**config.mk**
```make
export PLATFORM = sky130hd
export DESIGN_NAME = channel_power_average_colormap_unit
export DESIGN_NICKNAME = d
export VERILOG_FILES = /design/src/cpac_pkg.sv /design/src/channel_power_average_colormap_unit.sv /design/src/cpac_ram.sv /design/src/cpac_ctrl.sv /design/src/cpac_datapath.sv
export SDC_FILE = /design/constraint.sdc
export NUM_CORES = 1
export LEC_CHECK = 0
export BUFFER_PORTS_ARGS = -buffer_cell sky130_fd_sc_hd__buf_2
export CORE_ASPECT_RATIO = 1.5
export CORE_MARGIN = 2
export CORE_UTILIZATION = 57
export CTS_BUF_LIST = sky130_fd_sc_hd__clkbuf_16
export DETAILED_ROUTE_END_ITERATION = 10
export GPL_ROUTABILITY_DRIVEN = 1
export PLACE_DENSITY = 0.81
export RECOVER_POWER = 25
export SLEW_MARGIN = 20
export SYNTH_ARGS = -nofsm -noshare
export SYNTH_HDL_FRONTEND = slang
export SYNTH_SLANG_ARGS = --single-unit
export TNS_END_PERCENT = 100
```
**constraint.sdc**
```tcl
create_clock -name aclk -period 9.1 [get_ports aclk]
set_clock_uncertainty 0.2 [all_clocks]
set_input_delay 0.455 -clock aclk [delete_from_list [all_inputs] [get_ports aclk]]
set_output_delay 0.455 -clock aclk [all_outputs]
set_load 0.01 [all_outputs]
```
**src/cpac_pkg.sv**
```systemverilog
// Shared types, field widths and colour tables for the channel power averager.
`default_nettype none

package cpac_pkg;

    // Field widths of the stream beats
    localparam int CHAN_W         = 7;
    localparam int LEVEL_W        = 7;
    localparam int SHADE_W        = 8;
    localparam int COLOR_W        = 16;
    localparam int SWEEP_W        = 32;
    localparam int SUM_W          = 9;
    localparam int S_TDATA_W      = 8;
    localparam int M_FIELDS_W     = CHAN_W + LEVEL_W + SHADE_W + COLOR_W + SWEEP_W;
    localparam int M_TDATA_W      = ((M_FIELDS_W + 7) / 8) * 8;
    localparam int M_PAD_W        = M_TDATA_W - M_FIELDS_W;
    localparam int LEVEL_ENTRIES  = 2 ** LEVEL_W;
    localparam int SHADE_ENTRIES  = 2 ** SHADE_W;

    // Default number of radio channels
    localparam int CHANNEL_COUNT_DEF = 80;

    // Sequencer states
    typedef enum logic [1:0] {
        ST_IDLE,
        ST_READ,
        ST_CALC,
        ST_EMIT
    } cpac_state_t;

    // Commands from the sequencer to the datapath
    typedef struct packed {
        logic accept;
        logic read;
        logic calc;
        logic emit;
    } cpac_cmd_t;

    // Status from the datapath to the sequencer
    typedef struct packed {
        logic out_busy;
    } cpac_status_t;

    // Magma ramp control points, one array per colour component
    localparam int RAMP_R [5] = '{0, 80, 182, 251, 252};
    localparam int RAMP_G [5] = '{0, 18, 54, 136, 253};
    localparam int RAMP_B [5] = '{4, 123, 121, 97, 191};

    typedef logic [SHADE_W-1:0] shade_lut_t [LEVEL_ENTRIES];
    typedef logic [COLOR_W-1:0] magma_lut_t [SHADE_ENTRIES];

    // Level to shade byte with the 3.06x boost and saturation; built at elaboration
    function automatic shade_lut_t build_shade_lut();
        shade_lut_t lut;
        int         s;
        for (int i = 0; i < LEVEL_ENTRIES; i++) begin
            s = (i * 765) / 250;
            if (s > 255) begin
                s = 255;
            end
            lut[i] = SHADE_W'(s);
        end
        return lut;
    endfunction

    // Shade byte to byte-swapped RGB565 magma colour; built at elaboration
    function automatic magma_lut_t build_magma_lut();
        magma_lut_t       lut;
        int               seg;
        int               rem;
        int               r;
        int               g;
        int               b;
        logic [COLOR_W-1:0] p;
        for (int i = 0; i < SHADE_ENTRIES; i++) begin
            seg = (4 * i) / 255;
            if (seg > 3) begin
                seg = 3;
            end
            rem = 4 * i - 255 * seg;
            r = (255 * RAMP_R[seg] + (RAMP_R[seg + 1] - RAMP_R[seg]) * rem) / 255;
            g = (255 * RAMP_G[seg] + (RAMP_G[seg + 1] - RAMP_G[seg]) * rem) / 255;
            b = (255 * RAMP_B[seg] + (RAMP_B[seg + 1] - RAMP_B[seg]) * rem) / 255;
            p = {r[7:3], g[7:2], b[7:3]};
            lut[i] = {p[7:0], p[15:8]};
        end
        return lut;
    endfunction

    localparam shade_lut_t SHADE_LUT = build_shade_lut();
    localparam magma_lut_t MAGMA_LUT = build_magma_lut();

endpackage

`default_nettype wire

```
**src/channel_power_average_colormap_unit.sv**
```systemverilog
// Top level of the channel power averager with magma colour ramp.
//
//  Channel | Direction | Handshake          | Content
//  s_      | in        | s_tvalid/s_tready  | tdata: channel, power_hit
//  m_      | out       | m_tvalid/m_tready  | tdata: chan_out .. sweep_total; tlast: sweep_end
//
// Each sample passes through the steps accept, level store read, average and shade,
// colour lookup into the output register; the registered read of the level RAM
// is the second of them.
// The output register lets a new sample be accepted while a result beat waits.
// A stalled result beat holds the sequencer in its last step until m_tready.
// Reset clears the level valid bits, the sweep count and the output valid flag.
`default_nettype none

module channel_power_average_colormap_unit #(
    parameter int CHANNEL_COUNT = cpac_pkg::CHANNEL_COUNT_DEF
) (
    input  wire logic                           aclk,
    input  wire logic                           aresetn,
    input  wire logic                           s_tvalid,
    output      logic                           s_tready,
    // [6:0] channel, [7] power_hit
    input  wire logic [cpac_pkg::S_TDATA_W-1:0] s_tdata,
    output      logic                           m_tvalid,
    input  wire logic                           m_tready,
    // [6:0] chan_out, [13:7] avg_level, [21:14] shade, [37:22] pixel_color,
    // [69:38] sweep_total, [71:70] zero
    output      logic [cpac_pkg::M_TDATA_W-1:0] m_tdata,
    output      logic                           m_tlast
);

    cpac_pkg::cpac_cmd_t    cmd;
    cpac_pkg::cpac_status_t status;

    // Sequencer
    cpac_ctrl u_ctrl (
        .aclk     (aclk),
        .aresetn  (aresetn),
        .s_tvalid (s_tvalid),
        .s_tready (s_tready),
        .m_tready (m_tready),
        .status   (status),
        .cmd      (cmd)
    );

    // Datapath
    cpac_datapath #(
        .CHANNEL_COUNT (CHANNEL_COUNT)
    ) u_datapath (
        .aclk     (aclk),
        .aresetn  (aresetn),
        .cmd      (cmd),
        .s_tdata  (s_tdata),
        .m_tready (m_tready),
        .status   (status),
        .m_tvalid (m_tvalid),
        .m_tdata  (m_tdata),
        .m_tlast  (m_tlast)
    );

    // One sample in flight: no beat is taken in the cycle after an accepted one.
    a_one_in_flight: assert property (@(posedge aclk) disable iff (!aresetn)
        (s_tvalid && s_tready) |=> !s_tready)
        else $error("input accepted while a sample is in flight");

    // The averaged level never leaves its range.
    a_level_range: assert property (@(posedge aclk) disable iff (!aresetn)
        m_tvalid |-> (m_tdata[13:7] <= 7'd125))
        else $error("averaged level above 125");

    // A sweep end is only reported for the last channel.
    a_sweep_end_chan: assert property (@(posedge aclk) disable iff (!aresetn)
        (m_tvalid && m_tlast) |-> (m_tdata[6:0] == cpac_pkg::CHAN_W'(CHANNEL_COUNT - 1)))
        else $error("sweep end on a channel other than the last");

endmodule

`default_nettype wire

```
**src/cpac_ram.sv**
```systemverilog
// Generic single-port-write, single-port-read RAM with registered read data.
`default_nettype none

module cpac_ram #(
    parameter int WIDTH = 8,
    parameter int DEPTH = 16
) (
    input  wire logic                     aclk,
    input  wire logic                     we,
    input  wire logic [$clog2(DEPTH)-1:0] waddr,
    input  wire logic [WIDTH-1:0]         wdata,
    input  wire logic                     re,
    input  wire logic [$clog2(DEPTH)-1:0] raddr,
    output      logic [WIDTH-1:0]         rdata
);

    logic [WIDTH-1:0] mem_reg [DEPTH];
    logic [WIDTH-1:0] rdata_reg;

    // Write port and registered read port
    always_ff @(posedge aclk) begin
        if (we) begin
            mem_reg[waddr] <= wdata;
        end
        if (re) begin
            rdata_reg <= mem_reg[raddr];
        end
    end

    assign rdata = rdata_reg;

endmodule

`default_nettype wire

```
**src/cpac_ctrl.sv**
```systemverilog
// Sequencer for the channel power averager: one sample at a time.
`default_nettype none

module cpac_ctrl (
    input  wire logic                  aclk,
    input  wire logic                  aresetn,
    input  wire logic                  s_tvalid,
    output      logic                  s_tready,
    input  wire logic                  m_tready,
    input  wire cpac_pkg::cpac_status_t status,
    output      cpac_pkg::cpac_cmd_t   cmd
);

    cpac_pkg::cpac_state_t state_reg;
    cpac_pkg::cpac_state_t state_next;

    // State register
    always_ff @(posedge aclk) begin
        if (!aresetn) begin
            state_reg <= cpac_pkg::ST_IDLE;
        end else begin
            state_reg <= state_next;
        end
    end

    // Next state and commands
    always_comb begin
        state_next = state_reg;
        cmd        = '0;
        s_tready   = 1'b0;
        unique case (state_reg)
            cpac_pkg::ST_IDLE: begin
                s_tready = 1'b1;
                if (s_tvalid) begin
                    cmd.accept = 1'b1;
                    state_next = cpac_pkg::ST_READ;
                end
            end
            cpac_pkg::ST_READ: begin
                cmd.read   = 1'b1;
                state_next = cpac_pkg::ST_CALC;
            end
            cpac_pkg::ST_CALC: begin
                cmd.calc   = 1'b1;
                state_next = cpac_pkg::ST_EMIT;
            end
            cpac_pkg::ST_EMIT: begin
                // Wait until the output register is free or drains this cycle
                if (!status.out_busy || m_tready) begin
                    cmd.emit   = 1'b1;
                    state_next = cpac_pkg::ST_IDLE;
                end
            end
            default: begin
                state_next = cpac_pkg::ST_IDLE;
            end
        endcase
    end

endmodule

`default_nettype wire

```
**src/cpac_datapath.sv**
```systemverilog
// Datapath: level store, averaging, shade and colour lookup, sweep count, output register.
`default_nettype none

module cpac_datapath #(
    parameter int CHANNEL_COUNT = cpac_pkg::CHANNEL_COUNT_DEF
) (
    input  wire logic                           aclk,
    input  wire logic                           aresetn,
    input  wire cpac_pkg::cpac_cmd_t            cmd,
    input  wire logic [cpac_pkg::S_TDATA_W-1:0] s_tdata,
    input  wire logic                           m_tready,
    output      cpac_pkg::cpac_status_t         status,
    output      logic                           m_tvalid,
    output      logic [cpac_pkg::M_TDATA_W-1:0] m_tdata,
    output      logic                           m_tlast
);

    localparam int ADDR_W = $clog2(CHANNEL_COUNT);

    logic [cpac_pkg::CHAN_W-1:0]    chan_reg, chan_next;
    logic                           hit_reg, hit_next;
    logic [cpac_pkg::LEVEL_W-1:0]   level_reg, level_next;
    logic [cpac_pkg::SHADE_W-1:0]   shade_reg, shade_next;
    logic                           end_reg, end_next;
    logic [cpac_pkg::SWEEP_W-1:0]   sweep_reg, sweep_next;
    logic [CHANNEL_COUNT-1:0]       valid_reg, valid_next;
    logic                           out_valid_reg, out_valid_next;
    logic [cpac_pkg::M_TDATA_W-1:0] out_data_reg, out_data_next;
    logic                           out_last_reg, out_last_next;

    logic [ADDR_W-1:0]              ch_idx;
    logic                           in_range;
    logic                           is_last;
    logic [cpac_pkg::LEVEL_W-1:0]   ram_rdata;
    logic [cpac_pkg::LEVEL_W-1:0]   old_level;
    logic [cpac_pkg::SUM_W-1:0]     level_sum;
    logic [cpac_pkg::LEVEL_W-1:0]   new_level;

    assign ch_idx   = chan_reg[ADDR_W-1:0];
    assign in_range = chan_reg < cpac_pkg::CHAN_W'(CHANNEL_COUNT);
    assign is_last  = chan_reg == cpac_pkg::CHAN_W'(CHANNEL_COUNT - 1);

    // Per-channel level store; an entry not yet written reads as zero
    cpac_ram #(
        .WIDTH (cpac_pkg::LEVEL_W),
        .DEPTH (CHANNEL_COUNT)
    ) u_level_ram (
        .aclk  (aclk),
        .we    (cmd.calc && in_range),
        .waddr (ch_idx),
        .wdata (new_level),
        .re    (cmd.read),
        .raddr (ch_idx),
        .rdata (ram_rdata)
    );

    // Exponential average: (3*old + 125*hit) / 4
    always_comb begin
        old_level = '0;
        if (in_range && valid_reg[ch_idx]) begin
            old_level = ram_rdata;
        end
        level_sum = cpac_pkg::SUM_W'(old_level) + cpac_pkg::SUM_W'({old_level, 1'b0})
                  + (hit_reg ? cpac_pkg::SUM_W'(125) : '0);
        new_level = level_sum[cpac_pkg::SUM_W-1:2];
    end

    // Next values of the working and output registers
    always_comb begin
        chan_next      = chan_reg;
        hit_next       = hit_reg;
        level_next     = level_reg;
        shade_next     = shade_reg;
        end_next       = end_reg;
        sweep_next     = sweep_reg;
        valid_next     = valid_reg;
        out_valid_next = out_valid_reg;
        out_data_next  = out_data_reg;
        out_last_next  = out_last_reg;

        if (cmd.accept) begin
            chan_next = s_tdata[cpac_pkg::CHAN_W-1:0];
            hit_next  = s_tdata[cpac_pkg::CHAN_W];
        end

        // An out-of-range channel leaves the level store, valid bits and sweep count alone and reports level zero
        if (cmd.calc) begin
            level_next = '0;
            shade_next = '0;
            end_next   = 1'b0;
            if (in_range) begin
                level_next         = new_level;
                shade_next         = cpac_pkg::SHADE_LUT[new_level];
                valid_next[ch_idx] = 1'b1;
                if (is_last) begin
                    end_next   = 1'b1;
                    sweep_next = sweep_reg + cpac_pkg::SWEEP_W'(1);
                end
            end
        end

        // Load the output beat, or drain it when taken
        if (cmd.emit) begin
            out_valid_next = 1'b1;
            out_data_next  = {{cpac_pkg::M_PAD_W{1'b0}}, sweep_reg,
                              cpac_pkg::MAGMA_LUT[shade_reg], shade_reg, level_reg, chan_reg};
            out_last_next  = end_reg;
        end else if (m_tready) begin
            out_valid_next = 1'b0;
        end
    end

    // Control registers
    always_ff @(posedge aclk) begin
        if (!aresetn) begin
            sweep_reg     <= '0;
            valid_reg     <= '0;
            out_valid_reg <= 1'b0;
        end else begin
            sweep_reg     <= sweep_next;
            valid_reg     <= valid_next;
            out_valid_reg <= out_valid_next;
        end
    end

    // Payload registers
    always_ff @(posedge aclk) begin
        chan_reg     <= chan_next;
        hit_reg      <= hit_next;
        level_reg    <= level_next;
        shade_reg    <= shade_next;
        end_reg      <= end_next;
        out_data_reg <= out_data_next;
        out_last_reg <= out_last_next;
    end

    assign status.out_busy = out_valid_reg;
    assign m_tvalid        = out_valid_reg;
    assign m_tdata         = out_data_reg;
    assign m_tlast         = out_last_reg;

endmodule

`default_nettype wire
```
# Word-level counts from Yosys, hierarchy flattened

Memory sizes are Yosys's and may differ from the RTL's. A register that Yosys moved wholly into a read port is not among the register bits.
Index checks and enable logic that the tools add are counted.

Bits of input ports: 12
Bits in read-only memories: 5120
Register bits: 202
Memories kept: 3
Output and inout bits: 75
Word-level logic and storage cells: 63
RAM bits: 560

Mux-type cells: 23
Reductions and logical operators: 11
Magnitude comparators: 4
Bitwise gates (word level): 3
Equal/unequal tests: 6
Add/sub/neg operators: 3

Memories:

| name                           | depth | width | read ports | clocked after Yosys merged registers in | write ports | line                 | source |
|---|---|---|---|---|---|---|---|
| (name not given)               | 256   | 16    | 1          | 1                                       | 0           | cpac_datapath.sv:106 | `cpac_pkg::MAGMA_LUT[shade_reg], shade_reg, level_reg, chan_reg};` |
| (name not given)               | 128   | 8     | 1          | 1                                       | 0           | cpac_datapath.sv:93  | `shade_next = cpac_pkg::SHADE_LUT[new_level];` |
| u_datapath.u_level_ram.mem_reg | 80    | 7     | 1          | 1                                       | 1           | cpac_ram.sv:17       | `logic [WIDTH-1:0] mem_reg [DEPTH];` |

Operator list:

| operator                                                                      | number |
|---|---|
| 80-bit OR                                                                     | 1 |
| 32-bit by 1-bit adder with 32-bit output (second input constant)              | 1 |
| 16-bit 2-to-1 mux                                                             | 2 |
| 1-bit 2-to-1 mux                                                              | 14 |
| 7-bit 2-to-1 mux                                                              | 2 |
| 7-bit by 8-bit adder with 9-bit output                                        | 1 |
| 9-bit adder                                                                   | 1 |
| 9-bit >= comparator (second input constant)                                   | 1 |
| 8-bit NOT with 9-bit output                                                   | 1 |
| 7-bit by 8-bit less-than comparator with 1-bit output (second input constant) | 1 |
| 7-bit NOT with 8-bit output                                                   | 1 |
| 2-bit case mux with 4 select lines                                            | 1 |
| 1-bit binary-select mux with 7-bit select                                     | 1 |
| 1-bit demux with 7-bit select                                                 | 1 |
| 7-bit == test (second input constant)                                         | 1 |
| 7-bit by 1-bit >= comparator with 1-bit output (second input constant)        | 1 |
| 7-bit less-than comparator (second input constant)                            | 1 |
| 2-bit == test (second input constant)                                         | 2 |
| 2-bit 2-to-1 mux                                                              | 2 |
| 2-bit AND reduction                                                           | 2 |
| 1-bit logical AND                                                             | 3 |
| 3-bit AND reduction                                                           | 1 |
| 2-bit by 1-bit == test with 1-bit output (second input constant)              | 1 |
| 1-bit logical NOT                                                             | 2 |
| 5 further kinds                                                               | 5 |

# Logic depth before layout (Yosys ltp)

Depth after elaboration: 7
Depth in mapped cells: 25
Gate-level depth less buffers: 20

# Modules after synthesis

From an unflattened synthesis, not the netlist that was laid out.

Cell total of the unflattened synthesis: 2142
Area total of the unflattened synthesis: 32994.1 um2

By module, submodules not included:

| module        | cells an instance | sequential area each (um2) | area each (um2) | instances |
|---|---|---|---|---|
| cpac_ram      | 991               | 17026.3                    | 21999.8         | 1 |
| cpac_datapath | 1132              | 5114.9                     | 10824.1         | 1 |
| cpac_ctrl     | 19                | 40.0                       | 170.2           | 1 |

# Worst setup path after synthesis

OpenSTA, ideal clock, no wires.

Kind: register to register
Start point: reg u_datapath.chan_reg, in the netlist u_datapath.ch_idx[1]
End point: reg u_datapath.shade_reg[2] (netlist name) (data pin)
Period minus slack after synthesis: 6472 ps
Slack: 2628 ps
Required time: 8726 ps
Buffers on the path: 3
Stages on the path, launching flop included: 21
Arrival: 6098 ps
Library setup time: 174 ps
Cell sequence: edfxtp_1 > buf_6 > mux2_4 > a221oi_2 > o22a_1 > o22ai_1 > nor4_4 > clkbuf_1 > nor2b_1 > fa_1 > ha_1 > a21o_1 > a21o_1 > a21o_1 > a21oi_1 > o31a_1 > nand2_1 > inv_1 > clkbuf_1 > o21ai_0 > a311oi_1

Longest elaborated chain between the ends: 7
Elaborated cells on any way between the ends: 9
Classes of those cells: 2 x add/sub; 1 x order compare; 3 x mux; 1 x bitwise; 2 x reduce/logical

Ends and longest elaborated chain:

| what                                                | line                 | source |
|---|---|---|
| start, declared                                     | cpac_datapath.sv:20  | `logic [cpac_pkg::CHAN_W-1:0] chan_reg, chan_next;` |
| start signal, assigned                              | cpac_datapath.sv:128 | `chan_reg <= chan_next;` |
| 1-bit binary-select mux with 7-bit select           | cpac_datapath.sv:60  | `if (in_range && valid_reg[ch_idx]) begin` |
| 1-bit 2-to-1 mux (not written as such)              | cpac_datapath.sv:60  |  |
| 1-bit logical AND *                                 | cpac_datapath.sv:60  |  |
| 7-bit 2-to-1 mux *                                  | cpac_datapath.sv:60  |  |
| 7-bit by 8-bit adder with 9-bit output *            | cpac_datapath.sv:63  | `level_sum = cpac_pkg::SUM_W'(old_level) + cpac_pkg::SUM_W'({old_level, 1'b0})` |
| 9-bit adder *                                       | cpac_datapath.sv:64  | `+ (hit_reg ? cpac_pkg::SUM_W'(125) : '0);` |
| net u_datapath.level_sum (one bit)                  | cpac_datapath.sv:36  | `logic [cpac_pkg::SUM_W-1:0] level_sum;` |
| 7-bit NOT with 8-bit output (not written as such) * | cpac_datapath.sv:93  |  |
| end, declared                                       | cpac_datapath.sv:23  | `logic [cpac_pkg::SHADE_W-1:0] shade_reg, shade_next;` |

Mark *: on every way through the listed nets, which the timed path passes. The rest lies on a longest branch. The select of a mux whose other input is x is not followed.
A chain may end at the register's enable or synchronous reset.

# Worst setup path after layout

Start point: reg u_datapath.chan_reg, in the netlist u_datapath.ch_idx[0]
End point: reg u_datapath.shade_reg[4] (netlist name) (data pin)

Longest elaborated chain between the ends: 7
Elaborated cells on any way between the ends: 9
Classes of those cells: 2 x add/sub; 1 x order compare; 3 x mux; 1 x bitwise; 2 x reduce/logical

Ends and longest elaborated chain:

| what                                              | line |
|---|---|
| 1-bit binary-select mux with 7-bit select         | cpac_datapath.sv:60 |
| 1-bit 2-to-1 mux (not written as such)            | cpac_datapath.sv:60 |
| 1-bit logical AND                                 | cpac_datapath.sv:60 |
| 7-bit 2-to-1 mux                                  | cpac_datapath.sv:60 |
| 7-bit by 8-bit adder with 9-bit output            | cpac_datapath.sv:63 |
| 9-bit adder                                       | cpac_datapath.sv:64 |
| 7-bit NOT with 8-bit output (not written as such) | cpac_datapath.sv:93 |

Parallel ways exist; a longest one is shown, timed or not. The select of a mux whose other input is x is not followed.

==> metrics.md <==
| Metric | Value |
|---|---|
| Sink Count | 777 |
| Seq cells post-synth | 777 |
| CTS tree | yes |
| Initial drt markers | 2558 |
| IR drop worst, VDD | 0.223 mV |
| Final hold vios | 0 |
| Hpwl dp | about 52000 um |
| Crit path time final | 7450 ps |
| Register-to-register setup slack | approximately 1600 ps |
| Finish-stage setup viols | 0 |
| Clock share of power | 24.4% |
| Cell Area, Synth | 31500 um2 |
| Path length in cells of the critical path | 19 |
| Share of post-route cells with drive strength above 1 | under 10% |
| Pwr dens | 336 nW/um2 |
| Wire per inst | approximately 28 um |
| Worst path max stage delay | 800 ps |
| GPL Wtd Cong | 1.01 |
| Number of remaining DRC errors | 0 |
| P_int | 7430 uW |
| Setup TNS | 0 ps |
| Syn_area_per_cell | 14.0 um2 |
| Initial Util | 57.6% |
| Switching power | 4170 uW |
| PortBufs | 84 |
| Most common cell on crit path | a21o_1 |
| Pleak | roughly 0.011 uW |
| WL final | 84200 um |
| Worst setup path endpoint | u_datapath.shade_reg[4] |
| CP max FO | 40 |
| Hold Crit Class | input port to register |
| Final antenna-violating net count | 0 |
| Unique cell type count in the Yosys netlist | 76 |
| Largest net degree at the start of global routing | 116 |
| Core area | approximately 55000 um2 |
| Combinational Power Share | 32.4% |
| Failing checks | max-capacitance violations, max-slew violations |
| Vias | approximately 21k |
| Cts repair resizes | 0 |
| Crit path arrival time | 7680 ps |
| Global Route Usage Sum | 29.2% |
| IO Count | 87 |
| Seq pwr share | 43.1% |
| Gr ovfl total | 0 |
| Top Family by Delay on Critical Path | simple AND/OR/NAND/NOR gates |
| Ys Warns | 0 |
| RSZ-0062 raised after global routing | no |
| Clock Tree Buf Depth | 3 |
| Crit path kind | register to register |
| Crit. End Element | register |
| Filler cell count | 3799 |
| Layout area overhead | 9.89% |
| CTS H-tree depth | 3 |
| Worst skew pair latency | 620 ps |
| R2R cell count | 19 |
| CTS root buf | clkbuf_16 |
| Clock-pin slew on the worst setup and hold paths | ~70 ps |
| Vias in the first global route | 20.7k |
| Synth Flop Type | edfxtp_1 |
| Switch share | 35.9% |
| Status | complete, but fails checks |
| First-pass detailed-route iteration total | 5 |
| R2R Path End | u_datapath.shade_reg[4] |
| Worst Path Buf+Inv | 2 |
| Synth area leaders | edfxtp_1 (63%), dfxtp_1 (7.3%), a22oi_1 (5.7%) |
| Worst-case headroom to the max-slew limit | -139% |
| Register area share after synthesis | a little over two thirds |
| Worst slew pin tran | 3590 ps |
| Dpl cell area | 32400 um2 |
| Yosys top cell by area | edfxtp_1 |
| Slew Limit Fails | 267 |
| Cts hold-fix bufs | 8 |
| CTS buffer count | 69 |
| First-pass GRT wire length | 125000 um |
| Ys async rst share | 0% |
| Postcts setup bufs | 0 |
| Max-Cap Viols | 4 |
| Commonest cells in the netlist | edfxtp_1 (662), a22oi_1 (237), nor2_1 (163) |
| CP Launch Point | u_datapath.ch_idx[0] |
| Worst hold slack | ~8.1 ps |
| Slowest cell on the critical path | edfxtp_1 |
| Rows | 105 |
| Die footprint | about 57000 um2 |
| Data required, critical path | 9330 ps |
| Cells along the critical path | clkbuf_1, mux2_2, o2bb2ai_1, o211ai_1, o211ai_1, nor4_4, nor2b_1, fa_1, ha_1, a21o_1, a21o_1, a21o_1, or2_2, mux2_2, nand2_1, inv_2, and3_1, a221o_1, a221oi_2 |
| Die X | 196 um |
| DP Cell Count | about 2.9k |
| Most common cell in the netlist | edfxtp_1 |
| Final Non-Filler Cells | 3038 |
| Fin util | 63.3% |
| Worst r2r src | u_datapath.ch_idx[0] |
| Final period util | about 80% |
| Max reg flops | 560 |
| Vias per inst | 6.88 |
| Crit path launch type | register |
| Die H | 292 um |
| Synth Instances | 2241 |
| Initial antenna violation count | 1 |
| Final #Nets | 2331 |
| Top cell type's share of synthesized area | between 60% and 70% |
| EDFF count, synth | 662 |
| Fmax | 0.134 GHz |
| Design area | 34600 um2 |
-- metrics by stage --
| step | setup WS [ps] | total power [uW] |
|---|---|---|
| detailed placement | 1960 | 8750 |
| floorplan | 2630 | 7510 |
| global placement | 2150 | 8640 |
| global route | 1250 | 12000 |
| CTS | 1950 | 11500 |
| finish | 1650 | 11600 |
-- per-layer routing --
layer / share of wire (%) / GRT usage, % / up-vias
met4: 6.7 / 19.0 / 0
met2: 50 / 49.4 / 1353
met3: 9.0 / 5.56 / 338
li1: - / - / 8935
met1: 35 / 34.0 / 10288
met5: 0 / 0 / -
-- worst min-delay path, cell delays in order --
cell	delay, ps
buf_2	80
nor2b_1	70
o21a_1	170
-- cell usage in the layout (no fill, tap or decap), types with 18 or more instances in the layout --
cell	count
a211oi_1	18
a21oi_1	76
a221oi_1	35
a22o_1	28
a22oi_1	237
a31oi_1	19
and2_1	22
buf_4	28
clkbuf_1	89
clkbuf_16	72
clkinv_1	20
dfxtp_1	115
edfxtp_1	662
ha_1	28
inv_1	32
mux2i_1	30
nand2_1	95
nand3_1	30
nand4_1	55
nor2_1	163
nor2b_1	22
nor3_1	23
o211ai_1	24
o21a_1	85
o21ai_0	64
xnor2_1	24
-- cell type report --
| type | instances | area (um2) | share of cell area (%) |
|---|---|---|---|
| clock inverters | 55 | 410 | 1.19 |
| well taps | 695 | 870 | 2.51 |
| repair buffers | 131 | 661 | 1.91 |
| diodes | 1 | 2.50 | 0.00724 |
| clock buffers | 72 | 1800 | 5.21 |
| inverters | 31 | 118 | 0.340 |
| multi-input cells | 1276 | 8530 | 24.7 |
| flip-flops and latches | 777 | 22200 | 64.2 |
-- how the worst min path moves through the flow --
stage | start | to | slack [ps] | cells past startpoint
floorplan | u_datapath.level_reg[3] | u_datapath.m_tdata[10] | 200 | 0
global placement | u_datapath.level_reg[5] | u_datapath.m_tdata[12] | 210 | 0
detailed placement | u_datapath.level_reg[0] | u_datapath.m_tdata[7] | 210 | 0
CTS | m_tready | u_datapath.m_tvalid | 10 | 3
global route | m_tready | u_datapath.m_tvalid | 20 | 3
finish | m_tready | u_datapath.m_tvalid | 8 | 3
-- logic make-up after synthesis --
kind of cell	synth area share, %
flip-flops	70.5
AO/OA/AOI/OAI	15.9
AND/OR/NAND/NOR	7.44
buffers and inverters	2.45
multiplexers	1.52
adder cells (fa/ha/maj)	1.43
XOR/XNOR	0.779
other	0.0119
-- power by group through the flow --
stage                     Clock, uW  Sequential (uW)  Combinational [uW]
after detailed placement          0             5070                3670
after global routing           2990             5020                4040
after global placement            0             5060                3570
final                          2830             5010                3760
after floorplan                   0             5090                2430
after CTS                      2850             4990                3690
Power figures use the tool's default switching activity.
